`src/design/stc_pkg.sv`:
```
package stc_pkg;

  // Result status codes
  typedef enum logic [1:0] {
    ST_DECIDED   = 2'd0,
    ST_NOT_SLICE = 2'd1,
    ST_PARSE_ERR = 2'd2,
    ST_TRUNC     = 2'd3
  } status_e;

  // Parser phase
  typedef enum logic [1:0] {
    PH_IDLE  = 2'd0,
    PH_ZEROS = 2'd1,
    PH_INFO  = 2'd2,
    PH_DONE  = 2'd3
  } phase_e;

  // NAL unit types of interest
  localparam logic [4:0] NAL_NON_IDR = 5'd1;
  localparam logic [4:0] NAL_IDR     = 5'd5;
  localparam logic [4:0] NAL_SPS     = 5'd7;

  // Slice type limits and classes
  localparam logic [3:0] SLICE_TYPE_MAX = 4'd9;
  localparam logic [3:0] SLICE_TYPE_I   = 4'd2;
  localparam logic [3:0] SLICE_TYPE_I7  = 4'd7;
  localparam logic [2:0] CLASS_I        = 3'd2;

  typedef struct packed {
    logic [7:0] byte_value;
    logic       first_byte;
    logic       last_byte;
  } in_req_t;

  typedef struct packed {
    status_e    status;
    logic [2:0] slice_class;
    logic       intra_sync;
  } out_req_t;

  // slice_type mod 5 for slice types 0..9
  function automatic logic [2:0] slice_class_f(input logic [3:0] st);
    logic [2:0] cls;
    case (st)
      4'd0, 4'd5: cls = 3'd0;
      4'd1, 4'd6: cls = 3'd1;
      4'd2, 4'd7: cls = 3'd2;
      4'd3, 4'd8: cls = 3'd3;
      4'd4, 4'd9: cls = 3'd4;
      default:    cls = 3'd0;
    endcase
    return cls;
  endfunction

endpackage

```
`src/design/stc_if.sv`:
```
// Byte request channel
interface stc_in_if;
  import stc_pkg::*;
  logic    valid;
  logic    ready;
  in_req_t data;
  modport source (output valid, output data, input ready);
  modport sink   (input valid, input data, output ready);
endinterface

// Result request channel
interface stc_out_if;
  import stc_pkg::*;
  logic     valid;
  logic     ready;
  out_req_t data;
  modport source (output valid, output data, input ready);
  modport sink   (input valid, input data, output ready);
endinterface

// Mode register write channel
interface stc_cfg_if;
  logic valid;
  logic ready;
  logic data;
  modport source (output valid, output data, input ready);
  modport sink   (input valid, input data, output ready);
endinterface

```
`src/design/h264_slice_type_classifier_unit.sv`:
```
// H.264 slice type classifier.
// in_ch carries the bytes of one NAL unit, header byte first (first_byte set),
// last_byte on the final byte; start codes are already stripped. For slice
// units the first_mb_in_slice and slice_type exp-Golomb codes are parsed (in
// check mode, non-IDR units only) and one result request per unit goes out on
// out_ch: status, slice_type mod 5 and the intra sync flag. Bytes outside a
// unit, and bytes after the decision, produce nothing. cfg_ch writes the 1-bit
// check mode (0 classify, 1 intra sync check); it is always ready, and the
// user must write it only while the block is idle; the block does not enforce
// this. Throughput: one byte per cycle while out_ch does not stall. A byte is
// captured in an input register, then all eight bits are parsed together into
// the result register, which drives out_ch. When out_ch stalls, the result
// register holds its request and the input register absorbs one more byte;
// in_ch.ready drops only when both are full. Reset (rst_ni low) returns the
// parser to idle, clears the mode to classify and empties both registers.
module h264_slice_type_classifier_unit #(
  parameter int MAX_HEADER_BITS = 48
) (
  input  logic  clk_i,
  input  logic  rst_ni,
  stc_in_if.sink    in_ch,
  stc_out_if.source out_ch,
  stc_cfg_if.sink   cfg_ch
);
  import stc_pkg::*;

  localparam int BU_W = $clog2(MAX_HEADER_BITS + 2);
  localparam logic [BU_W-1:0] MAX_BU  = BU_W'(MAX_HEADER_BITS);
  localparam logic [BU_W-1:0] ONE_BU  = BU_W'(1);
  localparam logic [BU_W-1:0] ZR_LONG = BU_W'(3);

  // Mode register
  logic check_mode_q;

  // Input stage
  logic    in_vld_q;
  in_req_t in_q;

  // Parser state
  phase_e          phase_q, phase_d;
  logic [4:0]      unit_q, unit_d;
  logic [BU_W-1:0] bits_q, bits_d;
  logic            code_q, code_d;
  logic [BU_W-1:0] zrun_q, zrun_d;
  logic [BU_W-1:0] left_q, left_d;
  logic [2:0]      info_q, info_d;

  // Result stage
  logic     out_vld_q;
  out_req_t out_q;

  logic     proc_go;
  logic     res_hit;
  out_req_t res;

  assign proc_go      = in_vld_q && (!out_vld_q || out_ch.ready);
  assign in_ch.ready  = !in_vld_q || proc_go;
  assign cfg_ch.ready = 1'b1;
  assign out_ch.valid = out_vld_q;
  assign out_ch.data  = out_q;

  // Byte parse: header decision or eight exp-Golomb bit steps
  always_comb begin
    logic            b;
    logic            fin;
    logic [3:0]      val;
    phase_e          ph;
    logic [4:0]      ut;
    logic [BU_W-1:0] bu;
    logic            ci;
    logic [BU_W-1:0] zr;
    logic [BU_W-1:0] il;
    logic [2:0]      iv;

    ph = phase_q;
    ut = unit_q;
    bu = bits_q;
    ci = code_q;
    zr = zrun_q;
    il = left_q;
    iv = info_q;
    b  = 1'b0;
    fin = 1'b0;
    val = '0;
    res_hit = 1'b0;
    res.status      = ST_DECIDED;
    res.slice_class = '0;
    res.intra_sync  = 1'b0;

    if (in_q.first_byte) begin
      ut = in_q.byte_value[4:0];
      bu = '0;
      ci = 1'b0;
      zr = '0;
      il = '0;
      iv = '0;
      ph = PH_ZEROS;
      if (!check_mode_q) begin
        if (ut < NAL_NON_IDR || ut > NAL_IDR) begin
          res_hit = 1'b1;
          res.status = ST_NOT_SLICE;
        end
      end else if (ut == NAL_IDR || ut == NAL_SPS) begin
        res_hit = 1'b1;
        res.intra_sync = 1'b1;
      end else if (ut != NAL_NON_IDR) begin
        res_hit = 1'b1;
        res.status = ST_NOT_SLICE;
      end
    end else begin
      for (int i = 7; i >= 0; i--) begin
        if (!res_hit && (ph == PH_ZEROS || ph == PH_INFO)) begin
          fin = 1'b0;
          b   = in_q.byte_value[i];
          bu  = bu + ONE_BU;
          if (ph == PH_ZEROS) begin
            if (!b) begin
              zr = zr + ONE_BU;
              if (bu > MAX_BU) begin
                res_hit = 1'b1;
                res.status = ST_PARSE_ERR;
              end
            end else if (({1'b0, bu} + {1'b0, zr}) > {1'b0, MAX_BU}) begin
              // code would end past the header bit limit
              res_hit = 1'b1;
              res.status = ST_PARSE_ERR;
            end else begin
              iv = '0;
              if (zr == '0) begin
                fin = 1'b1;
              end else begin
                il = zr;
                ph = PH_INFO;
              end
            end
          end else begin
            iv = {iv[1:0], b};
            il = il - ONE_BU;
            if (il == '0) begin
              fin = 1'b1;
            end
          end
          // code complete
          if (fin) begin
            if (!ci) begin
              ci = 1'b1;
              zr = '0;
              iv = '0;
              il = '0;
              ph = PH_ZEROS;
            end else begin
              res_hit = 1'b1;
              val = 4'((4'd1 << zr[1:0]) - 4'd1) + {1'b0, iv};
              if (zr > ZR_LONG || val > SLICE_TYPE_MAX) begin
                res.status = ST_PARSE_ERR;
              end else if (!check_mode_q) begin
                res.slice_class = slice_class_f(val);
                res.intra_sync  = (slice_class_f(val) == CLASS_I);
              end else if (ut == NAL_IDR) begin
                res.slice_class = slice_class_f(val);
                res.intra_sync  = 1'b1;
              end else if (ut == NAL_NON_IDR) begin
                res.slice_class = slice_class_f(val);
                res.intra_sync  = (val == SLICE_TYPE_I || val == SLICE_TYPE_I7);
              end else begin
                res.status = ST_NOT_SLICE;
              end
            end
          end
        end
      end
    end

    // unit ended before a decision
    if (!res_hit && in_q.last_byte && (ph == PH_ZEROS || ph == PH_INFO)) begin
      res_hit = 1'b1;
      res.status = ST_TRUNC;
    end

    if (res_hit) begin
      ph = PH_DONE;
    end

    phase_d = ph;
    unit_d  = ut;
    bits_d  = bu;
    code_d  = ci;
    zrun_d  = zr;
    left_d  = il;
    info_d  = iv;
  end

  // Mode register
  always_ff @(posedge clk_i or negedge rst_ni) begin
    if (!rst_ni) begin
      check_mode_q <= 1'b0;
    end else if (cfg_ch.valid) begin
      check_mode_q <= cfg_ch.data;
    end
  end

  // Input register
  always_ff @(posedge clk_i or negedge rst_ni) begin
    if (!rst_ni) begin
      in_vld_q <= 1'b0;
    end else if (in_ch.ready) begin
      in_vld_q <= in_ch.valid;
    end
  end

  always_ff @(posedge clk_i) begin
    if (in_ch.valid && in_ch.ready) begin
      in_q <= in_ch.data;
    end
  end

  // Parser state
  always_ff @(posedge clk_i or negedge rst_ni) begin
    if (!rst_ni) begin
      phase_q <= PH_IDLE;
      unit_q  <= '0;
      bits_q  <= '0;
      code_q  <= 1'b0;
      zrun_q  <= '0;
      left_q  <= '0;
      info_q  <= '0;
    end else if (proc_go) begin
      phase_q <= phase_d;
      unit_q  <= unit_d;
      bits_q  <= bits_d;
      code_q  <= code_d;
      zrun_q  <= zrun_d;
      left_q  <= left_d;
      info_q  <= info_d;
    end
  end

  // Result register
  always_ff @(posedge clk_i or negedge rst_ni) begin
    if (!rst_ni) begin
      out_vld_q <= 1'b0;
    end else if (proc_go && res_hit) begin
      out_vld_q <= 1'b1;
    end else if (out_ch.ready) begin
      out_vld_q <= 1'b0;
    end
  end

  always_ff @(posedge clk_i) begin
    if (proc_go && res_hit) begin
      out_q <= res;
    end
  end

  // A result always leaves the parser finished with the unit
  a_done_after_result: assert property (@(posedge clk_i) disable iff (!rst_ni)
    proc_go && res_hit |=> phase_q == PH_DONE)
    else $error("parser not done after result");

  // Info bits are only read inside the header bit limit
  a_info_in_limit: assert property (@(posedge clk_i) disable iff (!rst_ni)
    phase_q == PH_INFO |-> bits_q <= MAX_BU && left_q != '0)
    else $error("info phase outside limit");

  // Only a decided result carries a class or a sync flag
  a_undecided_clean: assert property (@(posedge clk_i) disable iff (!rst_ni)
    out_vld_q && out_q.status != ST_DECIDED |-> out_q.slice_class == '0 && !out_q.intra_sync)
    else $error("undecided result with class or sync");

endmodule
```
`src/flat_wrapper.sv`:
```
// flat-port wrapper written by rule: the top's interface ports become plain ports
module h264_slice_type_classifier_unit_flat import stc_pkg::*;
#(
  parameter int MAX_HEADER_BITS = 48
)
  (clk_i, rst_ni, in_ch_valid, in_ch_data, in_ch_ready, out_ch_valid, out_ch_data, out_ch_ready, cfg_ch_valid, cfg_ch_data, cfg_ch_ready);
  stc_in_if in_ch_i ();
  stc_out_if out_ch_i ();
  stc_cfg_if cfg_ch_i ();
  input  logic clk_i;
  input  logic rst_ni;
  input wire logic [$bits(in_ch_i.valid)-1:0] in_ch_valid;
  input wire logic [$bits(in_ch_i.data)-1:0] in_ch_data;
  output wire logic [$bits(in_ch_i.ready)-1:0] in_ch_ready;
  output wire logic [$bits(out_ch_i.valid)-1:0] out_ch_valid;
  output wire logic [$bits(out_ch_i.data)-1:0] out_ch_data;
  input wire logic [$bits(out_ch_i.ready)-1:0] out_ch_ready;
  input wire logic [$bits(cfg_ch_i.valid)-1:0] cfg_ch_valid;
  input wire logic [$bits(cfg_ch_i.data)-1:0] cfg_ch_data;
  output wire logic [$bits(cfg_ch_i.ready)-1:0] cfg_ch_ready;
  assign in_ch_i.valid = in_ch_valid;
  assign in_ch_i.data = in_ch_data;
  assign in_ch_ready = in_ch_i.ready;
  assign out_ch_valid = out_ch_i.valid;
  assign out_ch_data = out_ch_i.data;
  assign out_ch_i.ready = out_ch_ready;
  assign cfg_ch_i.valid = cfg_ch_valid;
  assign cfg_ch_i.data = cfg_ch_data;
  assign cfg_ch_ready = cfg_ch_i.ready;
  h264_slice_type_classifier_unit #(.MAX_HEADER_BITS(MAX_HEADER_BITS)) u_core (.clk_i(clk_i), .rst_ni(rst_ni), .in_ch(in_ch_i), .out_ch(out_ch_i), .cfg_ch(cfg_ch_i));
endmodule
```
`config.mk`:
```
export PLATFORM = sky130hd
export DESIGN_NAME = h264_slice_type_classifier_unit_flat
export DESIGN_NICKNAME = d
export VERILOG_FILES = /design/src/design/stc_pkg.sv /design/src/design/stc_if.sv /design/src/design/h264_slice_type_classifier_unit.sv /design/src/flat_wrapper.sv
export SDC_FILE = /design/constraint.sdc
export NUM_CORES = 1
export LEC_CHECK = 0
export BUFFER_PORTS_ARGS = -buffer_cell sky130_fd_sc_hd__buf_2
export CAP_MARGIN = 10
export CORE_MARGIN = 4
export CORE_UTILIZATION = 35
export DETAILED_ROUTE_END_ITERATION = 6
export SLEW_MARGIN = 20
export SYNTH_ARGS = -nofsm -noshare
export SYNTH_HDL_FRONTEND = slang
export SYNTH_SLANG_ARGS = --single-unit
```
`constraint.sdc`:
```
create_clock -name clk_i -period 20.2 [get_ports clk_i]
set_clock_uncertainty 0.2 [all_clocks]
set_input_delay 2.02 -clock clk_i [delete_from_list [all_inputs] [get_ports clk_i]]
set_output_delay 2.02 -clock clk_i [all_outputs]
set_load 0.005 [all_outputs]
```
==> results of run 1 <==
cell families after synthesis:
group           share of synthesized area
compound gates                     0.3406
xor+xnor                          0.08279
fa+ha+maj                          0.1016
buf+inv                           0.06091
flops                             0.07700
mux                               0.03331
other cells                     0.0002254
simple gates                       0.3036
flip-flops by register name, summed over array words and instances (netlist names):
register             cells
u_core.in_q             10
u_core.left_q            6
u_core.unit_q            5
u_core.out_ch.valid      1
u_core.check_mode_q      1
u_core.out_ch.data       6
u_core.in_vld_q          1
u_core.zrun_q            6
u_core.code_q            1
u_core.info_q            3
u_core.phase_q           2
u_core.bits_q            6
what timing repair did:
| item | in CTS | in global routing |
|---|---|---|
| setup endpoints to repair | 6 | 15 |
| gates resized for setup | 27 | 156 |
| pin swaps | 7 | 56 |
| hold buffers | 0 | 0 |
| buffers inserted | 7 | 36 |
per-layer routing:
metal | up-vias | share of wire | wire length (µm) | GRT usage
met5 | - | 0 | 0 | 0
met4 | 0 | 0.020 | 1331 | 0.04576
met3 | 73 | 0.057 | 3822 | 0.01300
met2 | 746 | 0.47 | 31490 | 0.4098
met1 | 9527 | 0.45 | 30090 | 0.3487
li1 | 9346 | - | - | -
stage by stage:
step           setup slack, ps  hold WS, ps
2_1_floorplan            17.82        242.6
3_3_place_gp            -305.9        263.9
3_5_place_dp            -757.8        276.6
4_1_cts                  1.309        296.5
5_1_grt                 -239.6        311.1
6_report                 586.0        289.4
path summary, 6_finish.rpt:
| kind | from | cells after the start | to | slack [ps] |
|---|---|---|---|---|
| min reg2reg | u_core.unit_q[4] | 2 | u_core.unit_q[4] | 290 |
| min | u_core.unit_q[4] | 2 | u_core.unit_q[4] | 290 |
| min in group asynchronous | rst_ni | 1 | u_core.unit_q[4] | 1560 |
| max in group asynchronous | rst_ni | 1 | u_core.bits_q[2] | 17740 |
| max reg2reg | u_core.bits_q[0] | 86 | u_core.out_ch.data[1] | 590 |
| max | u_core.bits_q[0] | 86 | u_core.out_ch.data[1] | 590 |
tightest hold or removal path, stage by stage (launching register included):
cell,delay (ps)
dfrtp_1,350
nand2_1,50
o21ai_0,60
layout make-up:
class | count | area (µm²) | share of cell area
Clock buffer | 5 | 125.1 | 0.006292
Tap cell | 607 | 759.5 | 0.03819
Timing Repair Buffer | 242 | 1794 | 0.09023
Sequential cell | 48 | 1282 | 0.06449
Inverter | 136 | 511.7 | 0.02573
Clock inverter | 3 | 68.82 | 0.003461
Multi-Input combinational cell | 2130 | 15340 | 0.7716
placed cells by master, fill, tap and decap left out, types with 12 or more instances in the layout:
cell / Yosys / routed
edfxtp_1: 16 / 16
nor2b_1: 27 / 25
xnor2_2: 3 / 14
a21oi_2: 3 / 14
a21oi_1: 138 / 123
o211a_1: 14 / 14
a211oi_1: 28 / 22
nor3_1: 88 / 83
o211ai_1: 29 / 29
mux2_2: 15 / 15
dfrtp_1: 32 / 31
nor4_1: 20 / 15
o21ai_1: 21 / 19
xor2_1: 44 / 37
or3_1: 34 / 32
o221ai_1: 12 / 12
inv_1: 130 / 124
a31oi_1: 49 / 41
nand3_1: 91 / 86
ha_1: 115 / 98
buf_4: 9 / 212
nand2b_1: 48 / 48
or2_2: 15 / 13
buf_2: 14 / 23
o31ai_1: 24 / 23
nand4_1: 26 / 26
and2_1: 33 / 30
o21ai_0: 135 / 130
o21a_1: 28 / 28
xnor2_1: 104 / 93
a21o_1: 21 / 19
a31o_2: 14 / 13
nand2_1: 269 / 267
and3_1: 33 / 33
mux2i_1: 37 / 35
o22ai_1: 36 / 33
nor2_1: 244 / 238
==> results.sh, run 1 <==
export IMPL_synth_commonest_cells="nand2_1 (269), nor2_1 (244), a21oi_1 (138)"
export IMPL_cts_sinks=48
export IMPL_grt_overflow=0
export IMPL_min_period_ps=19610
export IMPL_port_buffers=23
export IMPL_crit_fanout=7
export IMPL_vias_per_cell=6.210
export IMPL_drv_slew=0
export IMPL_ant_nets=0
export IMPL_place_area_mm2=0.01844
export IMPL_vias=19692
export IMPL_dieWidth_um=226.0
export IMPL_ys_seq_elements=48
export IMPL_grt_pass1_vias=17862
export IMPL_end_kind="register"
export IMPL_min_period_over_period=0.9710
export IMPL_synth_top_area_frac=0.08647
export IMPL_grt_max_degree=33
export IMPL_wl_per_cell_um=21.04
export IMPL_setup_viol=0
export IMPL_syn_to_final_growth_pct=19.51
export IMPL_first_pass_iters=6
export IMPL_ys_dominant_reg_cell="dfrtp_1"
export IMPL_ys_warn_count=0
export IMPL_io_pins=25
export IMPL_antenna_cells=0
export IMPL_placedCellCount=3120
export IMPL_fmax_mhz=50.98
export IMPL_drc=0
export IMPL_cp_arrival_ps=19530
export IMPL_post_dp_hpwl_um=53240
export IMPL_cts_max_level=2
export IMPL_synth_distinct_cells=135
export IMPL_floorplan_initialDensity=0.3559
export IMPL_fin_util=0.4253
export IMPL_status="finished clean"
export IMPL_cp_slowest_cell="or4_4"
export IMPL_clk_pin_slew_ps=90
export IMPL_slew_headroom=0.2728
export IMPL_syn_area_per_cell_um2=6.842
export IMPL_root_buffer="clkbuf_16"
export IMPL_dieArea_mm2=0.05109
export IMPL_nFillCells=4791
export IMPL_cp_common_cell="ha_1"
export IMPL_numCtsBuffers=5
export IMPL_netlist_area_mm2=0.01664
export IMPL_synth_most_common_cell="nand2_1"
export IMPL_critical_path_class="reg2reg"
export IMPL_yosys_area_top_type="ha_1"
export IMPL_grt_use_total=0.2436
export IMPL_slowest_delay_ps=560
export IMPL_final_cell_area_mm2=0.01989
export IMPL_drt_total_wl_um=66730
export IMPL_drive_above_1_share=0.2067
export IMPL_hold_class="reg2reg"
export IMPL_seq_area_frac_synth=0.07700
export IMPL_die_h_um=226.0
export IMPL_nets=2703
export IMPL_worstPathRequired_ps=20120
export IMPL_synth_edf_count=16
export IMPL_setup_tns_ps=0
export IMPL_cts_buffer_depth=2
export IMPL_core_area_mm2=0.04675
export IMPL_crit_family="compound AO/OA/AOI/OAI gates"
export IMPL_clk_insertion_delay_late_ps=310
export IMPL_cap_violations=0
export IMPL_fin_cells=3171
export IMPL_antenna_found_initial=0
export IMPL_finalHoldViolations=0
export IMPL_synthCells=2432
export IMPL_syn_nets=2572
export IMPL_ys_top_cells_by_area="ha_1 (8.6%), nand2_1 (6.1%), nor2_1 (5.5%), xnor2_1 (5.5%), dfrtp_1 (4.8%)"
export IMPL_worstMarginPinSlew_ps=1087
export IMPL_cp_start_kind="register"
export IMPL_cts_tree="built"
export IMPL_grt_pass1_wl_um=101300
export IMPL_gp_congestion=0.9804
export IMPL_num_rows=79
export IMPL_drt_iter0_drc=2061
export IMPL_timing_critical_path_buf_inv=8
export IMPL_async_reset_ff_frac=0.6667
Power of run 1 is not shown: default switching activity piles up to over one toggle a cycle in this logic, so the estimate is an artifact.
==> run 2: changes to the inputs <==
- clock period: 20.2 -> 22.1 ns (I/O delays scaled with it)
==> results.sh, run 2 (synthesis gave the netlist of run 1 again) <==
export IMPL_status="finished clean"
export IMPL_fin_util=0.3976
export IMPL_grt_use_total=0.2292
export IMPL_crit_fanout=8
export IMPL_crit_cells=89
export IMPL_r2r_end="u_core.out_ch.data[1]"
export IMPL_antenna_found_initial=1
export IMPL_cts_buffer_depth=2
export IMPL_cts_sinks=48
export IMPL_grt_pass1_vias=17103
export IMPL_worstPathRequired_ps=22020
export IMPL_syn_to_final_growth_pct=11.72
export IMPL_die_h_um=226.0
export IMPL_final_common_cell="nand2_1"
export IMPL_mostFrequentLayoutCells="nand2_1 (269), nor2_1 (242), o21ai_0 (135), inv_1 (129), a21oi_1 (128)"
export IMPL_critical_path_class="reg2reg"
export IMPL_vias=19225
export IMPL_vias_per_cell=6.270
export IMPL_cts_tree="built"
export IMPL_num_rows=79
export IMPL_hold_path_startpoint="u_core.unit_q[4]"
export IMPL_core_area_mm2=0.04675
export IMPL_reg2reg_slack_ps=970
export IMPL_fmax_mhz=47.33
export IMPL_port_buffers=23
export IMPL_min_period_ps=21130
export IMPL_dp_slack_ps=-567.5
export IMPL_dieArea_mm2=0.05109
export IMPL_worstMarginPinSlew_ps=1040
export IMPL_cap_violations=0
export IMPL_slew_headroom=0.2884
export IMPL_nets=2598
export IMPL_setup_tns_ps=0
export IMPL_hold_class="reg2reg"
export IMPL_finalWorstSetupSlack_ps=973.1
export IMPL_drv_slew=0
export IMPL_startpoint="u_core.bits_q[1]"
export IMPL_io_pins=25
export IMPL_crit_family="compound AO/OA/AOI/OAI gates"
export IMPL_drc=0
export IMPL_grt_pass1_wl_um=96120
export IMPL_cp_slowest_cell="or4_4"
export IMPL_dieWidth_um=226.0
export IMPL_nFillCells=4892
export IMPL_numCtsBuffers=5
export IMPL_finalHoldViolations=0
export IMPL_largest_register_ffs=10
export IMPL_cp_start_kind="register"
export IMPL_ant_nets=0
export IMPL_top_register="u_core.in_q"
export IMPL_slowest_delay_ps=570
export IMPL_cp_common_cell="ha_1"
export IMPL_end_kind="register"
export IMPL_first_pass_iters=7
export IMPL_r2r_start="u_core.bits_q[1]"
export IMPL_cts_max_level=2
export IMPL_drive_above_1_share=0.1431
export IMPL_timing_critical_path_buf_inv=8
export IMPL_reg2regPathDepth=89
export IMPL_post_dp_hpwl_um=49700
export IMPL_floorplan_initialDensity=0.3559
export IMPL_grt_overflow=0
export IMPL_antenna_cells=0
export IMPL_gp_congestion=0.9562
export IMPL_min_period_over_period=0.9560
export IMPL_clk_insertion_delay_late_ps=310
export IMPL_endpoint="u_core.out_ch.data[1]"
export IMPL_drt_total_wl_um=62900
export IMPL_root_buffer="clkbuf_16"
export IMPL_wl_per_cell_um=20.51
export IMPL_grt_max_degree=33
export IMPL_drt_iter0_drc=2043
export IMPL_cp_arrival_ps=21040
export IMPL_clk_pin_slew_ps=90
export IMPL_setup_viol=0
[run 2: routing by layer]
layer	global-route usage	share of wire	wire length, µm
met1	0.3363	0.46	28700
met2	0.3656	0.45	28190
met3	0.01534	0.067	4237
met4	0.05872	0.028	1752
met5	0	0.00027	17
[run 2: tightest hold or removal path: cells and delay by family (launching register included)]
family	cells	cell delay, ps
flops	1	360
compound gates	1	60
simple gates	1	50
[run 2: layout make-up]
| cell class | instances | area (µm²) | area share |
|---|---|---|---|
| flip-flops and latches | 48 | 1286 | 0.06919 |
| clock inverters | 3 | 45.04 | 0.002423 |
| well taps | 607 | 759.5 | 0.04086 |
| clock buffers | 5 | 125.1 | 0.006731 |
| multi-input cells | 2131 | 14880 | 0.8002 |
| inverters | 136 | 510.5 | 0.02746 |
| repair buffers | 136 | 987.2 | 0.05311 |
[run 2: metrics by stage]
stage | area [µm²] | hold WS, ps | cells
after floorplan | 16640 | 242.6 | 2432
after global placement | 17650 | 264.9 | 3026
after detailed placement | 17650 | 286.3 | 3026
after CTS | 17890 | 305.9 | 3037
after global routing | 18590 | 319.9 | 3066
final | 18590 | 298.7 | 3066
[run 2: repair_timing]
action,in CTS,in global routing
pin swaps,1,17
setup endpoints to repair,6,29
buffers inserted,3,28
hold buffers,0,0
resized for setup,8,89
gates cloned,0,1
[run 2: worst min path at each step]
stage	cells past startpoint	slack, ps	end
final	2	300	u_core.unit_q[4]
after global routing	1	320	u_core.unit_q[3]
after CTS	2	310	u_core.unit_q[4]
after detailed placement	1	290	u_core.unit_q[1]
after global placement	2	260	u_core.unit_q[4]
after floorplan	2	240	u_core.unit_q[4]
Power of run 2 is left out for the same reason.
